<file path="src/rtl/iri_pkg.sv">
// Shared constants, types and codes for the image resize interpolator.
`timescale 1ns / 1ps
package iri_pkg;

  localparam int MAX_WIDTH    = 256;
  localparam int MAX_HEIGHT   = 256;
  localparam int MAX_CHANNELS = 4;
  localparam int SAMPLE_BITS  = 16;
  localparam int DST_LIMIT    = 4096;

  localparam int XW  = $clog2(MAX_WIDTH);
  localparam int YW  = $clog2(MAX_HEIGHT);
  localparam int CW  = $clog2(MAX_CHANNELS);
  localparam int CRW = (XW > YW) ? XW : YW;

  localparam int POSW = 12;
  localparam int CHW  = 2;
  localparam int SRCW = 9;
  localparam int CNTW = 3;
  localparam int DSTW = 13;
  localparam int CFGW = DSTW;
  localparam int IDXW = 3;

  localparam int FW   = 16;
  localparam int NUMW = DSTW + SRCW;
  localparam int NW   = NUMW + FW;
  localparam int QW   = CRW + FW + 1;
  localparam int RW   = DSTW + 2;
  localparam int DDW  = DSTW + 1;
  localparam int WW   = FW + 1;
  localparam int HW   = SAMPLE_BITS + WW;
  localparam int ACW  = HW + WW;

  localparam int BANKS      = 4;
  localparam int BAW        = (XW - 1) + (YW - 1) + CW;
  localparam int BANK_DEPTH = 1 << BAW;

  localparam int QDEPTH = 4;
  localparam int QPW    = $clog2(QDEPTH);
  localparam int QCW    = QPW + 1;

  localparam logic FUNC_WRITE    = 1'b0;
  localparam logic FUNC_QUERY    = 1'b1;
  localparam logic MODE_NEAREST  = 1'b0;
  localparam logic MODE_BILINEAR = 1'b1;

  localparam logic [IDXW-1:0] REG_SRC_WIDTH     = 3'd0;
  localparam logic [IDXW-1:0] REG_SRC_HEIGHT    = 3'd1;
  localparam logic [IDXW-1:0] REG_CHANNEL_COUNT = 3'd2;
  localparam logic [IDXW-1:0] REG_DST_WIDTH     = 3'd3;
  localparam logic [IDXW-1:0] REG_DST_HEIGHT    = 3'd4;
  localparam logic [IDXW-1:0] REG_INTERP_MODE   = 3'd5;

  typedef struct packed {
    logic [SRCW-1:0] sw;
    logic [SRCW-1:0] sh;
    logic [CNTW-1:0] nc;
    logic [DSTW-1:0] dw;
    logic [DSTW-1:0] dh;
    logic            mode;
  } cfg_t;

  typedef struct packed {
    logic                   func;
    logic                   wok;
    logic                   bad;
    logic [CHW-1:0]         chan;
    logic [XW-1:0]          wcol;
    logic [YW-1:0]          wrow;
    logic [SAMPLE_BITS-1:0] sample;
    logic [NUMW-1:0]        numx;
    logic [NUMW-1:0]        numy;
  } entry_t;

  typedef struct packed {
    logic [RW-1:0] r;
    logic [QW-1:0] n;
    logic [QW-1:0] q;
  } div_t;

endpackage

</file>
<file path="src/rtl/iri_front.sv">
// Front end: classifies items, range checks and forms mapping numerators.
`timescale 1ns / 1ps
module iri_front (
  input  logic                           in_valid,
  output logic                           in_ready,
  input  logic                           func,
  input  logic [iri_pkg::POSW-1:0]       col,
  input  logic [iri_pkg::POSW-1:0]       row,
  input  logic [iri_pkg::CHW-1:0]        chan,
  input  logic [iri_pkg::SAMPLE_BITS-1:0] sample_in,
  input  iri_pkg::cfg_t                  cfg,
  input  logic                           q_ready,
  output logic                           push,
  output iri_pkg::entry_t                entry
);
  import iri_pkg::*;

  logic [DSTW-1:0] ox, oy;

  assign in_ready = q_ready;
  assign push     = in_valid & q_ready;
  assign ox       = {col, 1'b1};
  assign oy       = {row, 1'b1};

  always_comb begin
    entry.func   = func;
    entry.wok    = (32'(col) < MAX_WIDTH) && (32'(row) < MAX_HEIGHT) &&
                   (32'(chan) < MAX_CHANNELS);
    entry.bad    = ({1'b0, col} >= cfg.dw) || ({1'b0, row} >= cfg.dh) ||
                   ({1'b0, chan} >= cfg.nc);
    entry.chan   = chan;
    entry.wcol   = col[XW-1:0];
    entry.wrow   = row[YW-1:0];
    entry.sample = sample_in;
    entry.numx   = NUMW'(ox) * NUMW'(cfg.sw);
    entry.numy   = NUMW'(oy) * NUMW'(cfg.sh);
  end

endmodule

</file>
<file path="config.mk">
export PLATFORM = sky130hd
export DESIGN_NAME = iri_front
export DESIGN_NICKNAME = d
export VERILOG_FILES = /design/src/rtl/iri_pkg.sv /design/src/rtl/iri_front.sv
export SDC_FILE = /design/constraint.sdc
export NUM_CORES = 1
export LEC_CHECK = 0
export BUFFER_PORTS_ARGS = -buffer_cell sky130_fd_sc_hd__buf_2
export CORE_MARGIN = 2
export CORE_UTILIZATION = 40
export DETAILED_ROUTE_END_ITERATION = 10
export PLACE_DENSITY = 0.68
export RECOVER_POWER = 100
export SETUP_SLACK_MARGIN = 0.2
export SYNTH_ARGS = -nofsm -noshare
export SYNTH_HDL_FRONTEND = slang
export SYNTH_SLANG_ARGS = --single-unit
</file>
<file path="constraint.sdc">
create_clock -name vclk -period 7.88
set_clock_uncertainty 0.2 [all_clocks]
set_input_delay 0.394 -clock vclk [all_inputs]
set_output_delay 0.394 -clock vclk [all_outputs]
set_load 0.01 [all_outputs]
</file>
==> results.py <==
metrics = {
    "final_layout": {
        "finalNetCount": 1424,
        "seq_cell_count": 0,
        "final_cell_area_sq_um": 8800,
        "final.clkbuf_count": 0,
        "regArea_sq_um": 0,
        "drive_gt1_share_pct": 8.65,
        "area_growth_pct": 6.61,
    },
    "synthesis": {
        "netlist_top_cells_area": "fa_1, ha_1, inv_1, and2_1, nand2_1",
        "syn_area_per_cell_sq_um": 8.33,
        "yosysMostFrequentCell": "inv_1",
        "yosys.area.top_type_share_pct": 37.8,
        "synth_nets": 1350,
        "synth_top_cells_by_count": "inv_1, fa_1, and2_1, nand2_1, ha_1",
        "netlist_instances": 991,
        "synth.distinct_cells": 54,
        "yosys.area.top_type": "fa_1",
        "netlist_area_sq_um": 8260,
        "yosysWarnings": 0,
        "seq_area_frac_synth_pct": 0,
    },
    "setup_path": {
        "worstSetupPathType": "primary input to output port",
        "worstSetupStartpointType": "primary input",
        "cp-end-kind": "output port",
        "crit_fanout": 13,
        "worstPathArrival_ns": 5.42,
        "critical_path_required_ns": 7.29,
    },
    "sta": {
        "setup-violations-final": 0,
        "slew_violations": 0,
        "tightest_slew_ns": 0.825,
        "fmax_mhz": 166,
        "slew_headroom_pct": 44.6,
        "min_period_over_period_pct": 76.3,
        "period_needed_ns": 6.01,
        "finalHoldViolations": 0,
        "tns_ns": 0,
        "rsz0062_at_grt": "no",
    },
    "floorplan": {
        "core_sq_um": 20200,
        "rows": 52,
        "ios": 176,
        "die_area_sq_um": 21800,
        "die_w_um": 148,
        "start_util_pct": 40.8,
        "die_h_um": 148,
    },
    "route": {
        "wl_per_cell_um": 14.6,
        "drc": 0,
        "dr.first_iter.drc_count": 240,
        "wl_met2_um": 9550,
        "final_antenna_net_count": 0,
        "via_per_inst": 5.00,
        "top_layer": "met4",
        "vias": 6669,
        "wl_um": 19500,
        "drt_pass1_iterations": 5,
        "dr_wl_met3_um": 1130,
        "drt-met1-wl_um": 8660,
    },
    "grt": {
        "grt_pass1_vias": 6806,
        "grt_pass1_wl_um": 32700,
        "grt_usage_pct": 18.3,
        "antenna_found_initial": 1,
        "grt_overflow": 0,
        "grt_max_degree": 14,
    },
    "pwr": {
        "p_sw_w": 0.00151,
        "pwr_density_cell_nw_per_um2": 293,
        "sw_frac_of_total_pct": 58.6,
        "p_seq_share_pct": 0,
        "p_int_w": 0.00107,
        "leakage_nw": 4.77,
        "power.share.clock_pct": 0,
        "ir_drop_mv": 0.397,
        "pwr-share-comb_pct": 100.0,
    },
    "run_status": {
        "outcome": "complete, no violations",
    },
    "clocking": {
        "postCtsSetupRepairBufs": 0,
        "cts_resized": 0,
        "hold_buffers": 0,
    },
    "placement": {
        "port_buffers": 141,
        "place_congestion": 0.846,
        "hpwlAfterDp_um": 16200,
        "post_dp_cell_area_sq_um": 8890,
    },
    "min_path": {
        "hold_class": "primary input to output port",
    },
    "run": {
        "maxCapViolCount": 0,
    },
}
[power by group through the flow]
stage / sequential [W] / combinational, W / clock [W]
after detailed placement: 0 / 0.00270 / 0
final: 0 / 0.00258 / 0.00000000000653
after floorplan: 0 / 0.00198 / 0
after CTS: 0 / 0.00272 / 0
after global routing: 0 / 0.00294 / 0
after global placement: 0 / 0.00267 / 0
[through the flow]
step	power, W	util [%]	hold slack, ns	cells	setup slack, ns
global route	0.00294	43.5	0.588	1333	1.60
finish	0.00258	43.5	0.588	1335	1.87
detailed placement	0.00270	43.9	0.588	1333	2.46
floorplan	0.00198	-	0.680	991	2.79
CTS	0.00272	43.9	0.588	1333	2.46
global placement	0.00267	43.9	0.588	1333	2.49
[final timing paths]
path	end	start	slack (ns)	cells after the start
max	entry[43]	cfg[39]	1.87	16
min	entry[44]	sample_in[0]	0.59	0
[per-layer routing]
| layer | track usage (%) | vias to the layer above |
|---|---|---|
| met2 | 33.0 | 176 |
| met3 | 1.70 | 12 |
| met5 | 0 | - |
| met4 | 1.54 | 0 |
| met1 | 24.8 | 3333 |
| li1 | - | 3148 |
[area by class of cell]
cell class | instances | area, sq um
Inverter | 223 | 837
Multi-Input combinational cell | 699 | 6980
Tap cell | 270 | 338
Antenna cell | 2 | 5.00
Timing Repair Buffer | 141 | 641
Fill cell | 2078 | 11400
[cell usage in the layout, fill, tap and decap left out, drive strengths merged, types with 15 or more instances in the layout]
master and count:
a21o 15, a21oi 29, and2 120, buf 89, clkbuf 52, fa 156, ha 110, inv 223
nand2 112, nor2 23, o21ai 18, xnor2 19
[worst max-delay path, cell delays in order]
cell      delay (ns)
clkbuf_1        0.47
nand2_1         0.18
fa_1            0.57
inv_1           0.06
fa_1            0.48
fa_1            0.55
inv_1           0.05
fa_1            0.52
inv_1           0.04
ha_1            0.35
a21oi_1         0.16
nand3_1         0.23
a211oi_1        0.74
o21ai_0         0.26
xnor2_1         0.19
buf_2           0.15
[kinds of logic after synthesis]
family	share of synthesized area [%]
AO/OA/AOI/OAI	9.09
XOR/XNOR	3.08
buffers and inverters	15.1
AND/OR/NAND/NOR	18.2
adder cells (fa/ha/maj)	54.5
Power figures use the tool's default switching activity.
