$ cat src/rtl/iri_pkg.sv
// Shared constants, types and codes for the image resize interpolator.
`timescale 1ns / 1ps
package iri_pkg;

  localparam int MAX_WIDTH    = 256;
  localparam int MAX_HEIGHT   = 256;
  localparam int MAX_CHANNELS = 4;
  localparam int SAMPLE_BITS  = 16;
  localparam int DST_LIMIT    = 4096;

  localparam int XW  = $clog2(MAX_WIDTH);
  localparam int YW  = $clog2(MAX_HEIGHT);
  localparam int CW  = $clog2(MAX_CHANNELS);
  localparam int CRW = (XW > YW) ? XW : YW;

  localparam int POSW = 12;
  localparam int CHW  = 2;
  localparam int SRCW = 9;
  localparam int CNTW = 3;
  localparam int DSTW = 13;
  localparam int CFGW = DSTW;
  localparam int IDXW = 3;

  localparam int FW   = 16;
  localparam int NUMW = DSTW + SRCW;
  localparam int NW   = NUMW + FW;
  localparam int QW   = CRW + FW + 1;
  localparam int RW   = DSTW + 2;
  localparam int DDW  = DSTW + 1;
  localparam int WW   = FW + 1;
  localparam int HW   = SAMPLE_BITS + WW;
  localparam int ACW  = HW + WW;

  localparam int BANKS      = 4;
  localparam int BAW        = (XW - 1) + (YW - 1) + CW;
  localparam int BANK_DEPTH = 1 << BAW;

  localparam int QDEPTH = 4;
  localparam int QPW    = $clog2(QDEPTH);
  localparam int QCW    = QPW + 1;

  localparam logic FUNC_WRITE    = 1'b0;
  localparam logic FUNC_QUERY    = 1'b1;
  localparam logic MODE_NEAREST  = 1'b0;
  localparam logic MODE_BILINEAR = 1'b1;

  localparam logic [IDXW-1:0] REG_SRC_WIDTH     = 3'd0;
  localparam logic [IDXW-1:0] REG_SRC_HEIGHT    = 3'd1;
  localparam logic [IDXW-1:0] REG_CHANNEL_COUNT = 3'd2;
  localparam logic [IDXW-1:0] REG_DST_WIDTH     = 3'd3;
  localparam logic [IDXW-1:0] REG_DST_HEIGHT    = 3'd4;
  localparam logic [IDXW-1:0] REG_INTERP_MODE   = 3'd5;

  typedef struct packed {
    logic [SRCW-1:0] sw;
    logic [SRCW-1:0] sh;
    logic [CNTW-1:0] nc;
    logic [DSTW-1:0] dw;
    logic [DSTW-1:0] dh;
    logic            mode;
  } cfg_t;

  typedef struct packed {
    logic                   func;
    logic                   wok;
    logic                   bad;
    logic [CHW-1:0]         chan;
    logic [XW-1:0]          wcol;
    logic [YW-1:0]          wrow;
    logic [SAMPLE_BITS-1:0] sample;
    logic [NUMW-1:0]        numx;
    logic [NUMW-1:0]        numy;
  } entry_t;

  typedef struct packed {
    logic [RW-1:0] r;
    logic [QW-1:0] n;
    logic [QW-1:0] q;
  } div_t;

endpackage

$ cat src/rtl/iri_queue.sv
// Short queue between the front end and the back end.
`timescale 1ns / 1ps
module iri_queue (
  input  logic            clk,
  input  logic            rst,
  input  logic            push,
  input  iri_pkg::entry_t push_data,
  output logic            q_ready,
  input  logic            pop,
  output logic            q_valid,
  output iri_pkg::entry_t q_data
);
  import iri_pkg::*;

  entry_t           slots [QDEPTH];
  logic [QPW-1:0]   wptr, rptr;
  logic [QCW-1:0]   count;

  assign q_ready = (count != QCW'(QDEPTH));
  assign q_valid = (count != '0);
  assign q_data  = slots[rptr];

  always_ff @(posedge clk) begin
    if (rst) begin
      wptr  <= '0;
      rptr  <= '0;
      count <= '0;
    end else begin
      if (push) wptr <= wptr + 1'b1;
      if (pop) rptr <= rptr + 1'b1;
      count <= count + QCW'(push) - QCW'(pop);
    end
  end

  always_ff @(posedge clk) begin
    if (push) slots[wptr] <= push_data;
  end

endmodule

$ cat config.mk
export PLATFORM = sky130hd
export DESIGN_NAME = iri_queue
export DESIGN_NICKNAME = d
export VERILOG_FILES = /design/src/rtl/iri_pkg.sv /design/src/rtl/iri_queue.sv
export SDC_FILE = /design/constraint.sdc
export NUM_CORES = 1
export LEC_CHECK = 0
export BUFFER_PORTS_ARGS = -buffer_cell sky130_fd_sc_hd__buf_2
export CAP_MARGIN = 20
export CELL_PAD_IN_SITES_DETAIL_PLACEMENT = 1
export CELL_PAD_IN_SITES_GLOBAL_PLACEMENT = 1
export CORE_AREA = 8 8 157 159
export CTS_BUF_LIST = sky130_fd_sc_hd__clkbuf_4
export CTS_CLUSTER_SIZE = 20
export DETAILED_ROUTE_END_ITERATION = 6
export DIE_AREA = 0 0 165 167
export GPL_ROUTABILITY_DRIVEN = 0
export GPL_TIMING_DRIVEN = 0
export PLACE_DENSITY_LB_ADDON = 0.1
export REMOVE_ABC_BUFFERS = 1
export SKIP_LAST_GASP = 1
export SLEW_MARGIN = 0
export SYNTH_ARGS = -nofsm -noshare
export SYNTH_HDL_FRONTEND = slang
export SYNTH_SLANG_ARGS = --single-unit
export TNS_END_PERCENT = 100
$ cat constraint.sdc
create_clock -name clk -period 7.15 [get_ports clk]
set_input_delay 0.715 -clock clk [delete_from_list [all_inputs] [get_ports clk]]
set_output_delay 0.715 -clock clk [all_outputs]
set_load 0.01 [all_outputs]
==> impl_results.html <==
<table>
<tr><th>Metric</th><th>Value</th></tr>
<tr><th colspan="2">Status</th></tr>
<tr><td>Status</td><td>completed</td></tr>
<tr><th colspan="2">Worst setup path</th></tr>
<tr><td>Largest incremental delay on the critical path</td><td>slightly below 700 ps</td></tr>
<tr><td>Family of cells with the greatest summed delay on the critical path</td><td>buffers and inverters</td></tr>
<tr><td>Cell chain of the critical path</td><td>buf_16, buf_16, mux4_2, buf_2</td></tr>
<tr><td>Worst R2R Setup Slack</td><td>between 5000 and 6000 ps</td></tr>
<tr><td>Type of the setup path with the least slack</td><td>register to output pin</td></tr>
<tr><td>Slowest cell on crit path</td><td>sky130_fd_sc_hd__dfxtp_4</td></tr>
<tr><td>Cell mode on critical path</td><td>sky130_fd_sc_hd__buf_16</td></tr>
<tr><td>Start of the worst register-to-register path</td><td>wptr[0]</td></tr>
<tr><td>Number of buffer and inverter instances along the worst setup path</td><td>3</td></tr>
<tr><td>Signal arrival time at the worst endpoint</td><td>approximately 2700 ps</td></tr>
<tr><td>CP endpoint kind</td><td>output pin</td></tr>
<tr><td>Worst endpoint required time</td><td>roughly 6400 ps</td></tr>
<tr><td>Maximum fanout count along the critical path</td><td>30</td></tr>
<tr><td>Critical Path Start Type</td><td>register</td></tr>
<tr><th colspan="2">Logic synthesis</th></tr>
<tr><td>Count of yosys warnings during synthesis</td><td>0</td></tr>
<tr><td>Post-Synthesis Cells</td><td>between 400 and 500</td></tr>
<tr><td>Commonest cells in the netlist</td><td>324 x sky130_fd_sc_hd__edfxtp_1, 81 x sky130_fd_sc_hd__mux4_2, 9 x sky130_fd_sc_hd__dfxtp_1</td></tr>
<tr><td>Library cell with the largest summed area after synthesis</td><td>sky130_fd_sc_hd__edfxtp_1</td></tr>
<tr><td>Number of flops mapped to enable cells by yosys</td><td>roughly 320</td></tr>
<tr><td>Most instantiated library cell after synthesis</td><td>sky130_fd_sc_hd__edfxtp_1</td></tr>
<tr><td>Count of different cell masters after synthesis</td><td>21</td></tr>
<tr><td>Number of synthesized register bits</td><td>about 330</td></tr>
<tr><td>Post-synthesis average cell area</td><td>26.2 um^2</td></tr>
<tr><td>Share of synthesized area occupied by flip-flops and latches</td><td>between 80% and 90%</td></tr>
<tr><td>Post-synth top area share</td><td>79.7%</td></tr>
<tr><td>Predominant post-synthesis flop cell</td><td>sky130_fd_sc_hd__edfxtp_1</td></tr>
<tr><td>Fraction of synthesis flops using an asynchronous set or reset pin</td><td>0%</td></tr>
<tr><td>Post-synth design cell area</td><td>12200 um^2</td></tr>
<tr><td>Cells taking the most area after synthesis</td><td>sky130_fd_sc_hd__edfxtp_1 80%, sky130_fd_sc_hd__mux4_2 15%, sky130_fd_sc_hd__dfxtp_1 1.5%</td></tr>
<tr><th colspan="2">Layout</th></tr>
<tr><td>Count of fill cells added during filler insertion</td><td>about 1900</td></tr>
<tr><td>Area added between synthesis and finish</td><td>18.5%</td></tr>
<tr><td>Layout cells sized above 1</td><td>between 50 and 60%</td></tr>
<tr><td>Number of standard cells in the layout, taps in and fillers out</td><td>approximately 1000</td></tr>
<tr><td>Nets</td><td>796</td></tr>
<tr><td>Utilization after layout</td><td>65.1%</td></tr>
<tr><th colspan="2">Clock network</th></tr>
<tr><td>Clock tree from TritonCTS</td><td>done</td></tr>
<tr><td>Deepest clock path buffer count</td><td>3</td></tr>
<tr><td>Gates resized, CTS repair</td><td>0</td></tr>
<tr><td>Clock input transition at the sequential cells of the worst setup and hold paths</td><td>70 ps</td></tr>
<tr><td>H-tree lvl count</td><td>3</td></tr>
<tr><td>Number of buffers added by the clock tree synthesis step</td><td>81</td></tr>
<tr><td>Postcts setup bufs</td><td>0</td></tr>
<tr><td># clock sinks</td><td>between 300 and 400</td></tr>
<tr><td>Clock Latency Late Sink</td><td>between 600 and 700 ps</td></tr>
<tr><td>Hold-fix buffers, CTS</td><td>0</td></tr>
<tr><td>CTS Root Cell</td><td>sky130_fd_sc_hd__clkbuf_4</td></tr>
<tr><th colspan="2">Die</th></tr>
<tr><td>Core Footprint</td><td>~22000 um^2</td></tr>
<tr><td>Total die area</td><td>about 28000 um^2</td></tr>
<tr><td>Top Ports</td><td>168</td></tr>
<tr><td>Die span in x</td><td>165 um</td></tr>
<tr><td>Row cnt</td><td>55</td></tr>
<tr><td>Die span in y</td><td>167 um</td></tr>
<tr><td>Initial standard-cell utilization of the core</td><td>between 50% and 60%</td></tr>
<tr><th colspan="2">Power</th></tr>
<tr><td>Peak ir drop on the vdd network</td><td>0.000167 V</td></tr>
<tr><td>Power density of the placed cells</td><td>approximately 300 nW/um^2</td></tr>
<tr><td>Overall power</td><td>between 4000 and 5000 uW</td></tr>
<tr><td>Static Leak</td><td>roughly 0.005 uW</td></tr>
<tr><th colspan="2">Route</th></tr>
<tr><td>Vias/cell</td><td>5.43</td></tr>
<tr><td>Final wirelength</td><td>24.5 mm</td></tr>
<tr><td>Average wire per standard cell</td><td>between 20 and 25 um</td></tr>
<tr><td>Antenna Violating Nets Remaining</td><td>0</td></tr>
<tr><td>Total via count in the routed design</td><td>between 5000 and 6000</td></tr>
<tr><td>Pre-Repair DR Iteration Count</td><td>4</td></tr>
<tr><td>Starting DRC count in detailed routing</td><td>369</td></tr>
<tr><td>Residual DRC</td><td>0</td></tr>
<tr><th colspan="2">STA</th></tr>
<tr><td>Final Slew Violations</td><td>0</td></tr>
<tr><td>Period Utilization, post-route</td><td>between 40% and 50%</td></tr>
<tr><td>Worst hold slack</td><td>261 ps</td></tr>
<tr><td>Actual slew at the worst max-slew pin</td><td>644 ps</td></tr>
<tr><td>Worst slew margin relative to its limit</td><td>between 50% and 60%</td></tr>
<tr><td>Min Clock Period, post-route</td><td>approximately 3400 ps</td></tr>
<tr><td>Sum Neg Setup Slack</td><td>0 ps</td></tr>
<tr><td>Clock skew</td><td>36.7 ps</td></tr>
<tr><td>Hold violation count in the final report</td><td>0</td></tr>
<tr><td>Endpoints failing setup</td><td>0</td></tr>
<tr><td>Unrepaired setup endpoints after global routing</td><td>no</td></tr>
<tr><td>Upper clock frequency limit</td><td>roughly 300 MHz</td></tr>
<tr><th colspan="2">GRT</th></tr>
<tr><td>Wire length of the first global-routing pass</td><td>37.2 mm</td></tr>
<tr><td>Global Route Usage Sum</td><td>a little under a fifth</td></tr>
<tr><td>Via count of the first global-routing pass</td><td>roughly 6600</td></tr>
<tr><td>Overall overflow remaining after global route</td><td>0</td></tr>
<tr><td>Pin count of the biggest net entering global routing</td><td>just under 60</td></tr>
<tr><td>Antenna violations before repair</td><td>6</td></tr>
<tr><th colspan="2">Placed design</th></tr>
<tr><td>Half-perimeter wire length after detailed placement</td><td>about 15 mm</td></tr>
<tr><td>Number of buffers added on ports</td><td>~170</td></tr>
<tr><td>Placed insts</td><td>around 910</td></tr>
<tr><th colspan="2">Job</th></tr>
<tr><td>Max capacitance violation total</td><td>0</td></tr>
<tr><th colspan="2">Min path</th></tr>
<tr><td>Worst hold start</td><td>push_data[63]</td></tr>
<tr><td>Class of the tightest hold or removal check</td><td>input port to register</td></tr>
</table>
## registers in the layout, indices dropped and copies added (netlist names), named ones only
signal  count
rptr        2
slots     324
wptr        2
count       3
## cells by family after synthesis
logic type / share of synthesized area (%)
buf+inv: 1.95
compound gates: 0.123
fa+ha+maj: 0.779
simple gates: 0.615
mux: 15.0
xor+xnor: 0.328
flops: 81.2
## cells in the final DEF, fill, tap and decap left out, drive strengths merged, types with 2 or more instances in the layout
cell type	count
edfxtp	324
buf	174
clkbuf	123
mux4	81
dfxtp	9
nor2	7
ha	6
clkinv	6
inv	6
diode	4
and2	4
bufinv	4
xnor2	2
## stage by stage
step / instance area (um^2) / worst slack, ps
2_1_floorplan: 12000 / 2340
3_3_place_gp: 13200 / 665
3_5_place_dp: 13400 / 4330
4_1_cts: 14500 / 3600
5_1_grt: 14500 / 3480
6_report: 14500 / 3740
## report_power, final
part           total [uW]  switching (uW)  internal (uW)
Sequential           2290            41.9           2240
Clock                1610             694            919
Combinational         408             209            199
Total                4310             945           3360
## worst paths after layout
check,endpoint,depth (start not counted)
setup reg to reg,slots[2][72],4
hold reg to reg,register,2
hold / removal,slots[3][63],1
setup / recovery,q_data[41],4
## area by class of cell
class	instances	area (um^2)	area share (%)
flip-flops and latches	333	9920	68.5
multi-input cells	109	2070	14.3
repair buffers	174	1030	7.11
clock buffers	123	923	6.38
well taps	285	357	2.46
clock inverters	11	146	1.01
inverters	5	18.8	0.130
diodes	4	10.0	0.0692
## routing by layer
metal  up-vias  global-route usage, %  part of all wire (%)
met5         -                      0                  0.13
met4         6                   6.66                   1.7
met3        41                   6.43                   7.4
met2       178                   31.3                    53
met1      2931                   20.0                    38
li1       2510                      -                     -
Power figures use the tool's default switching activity.
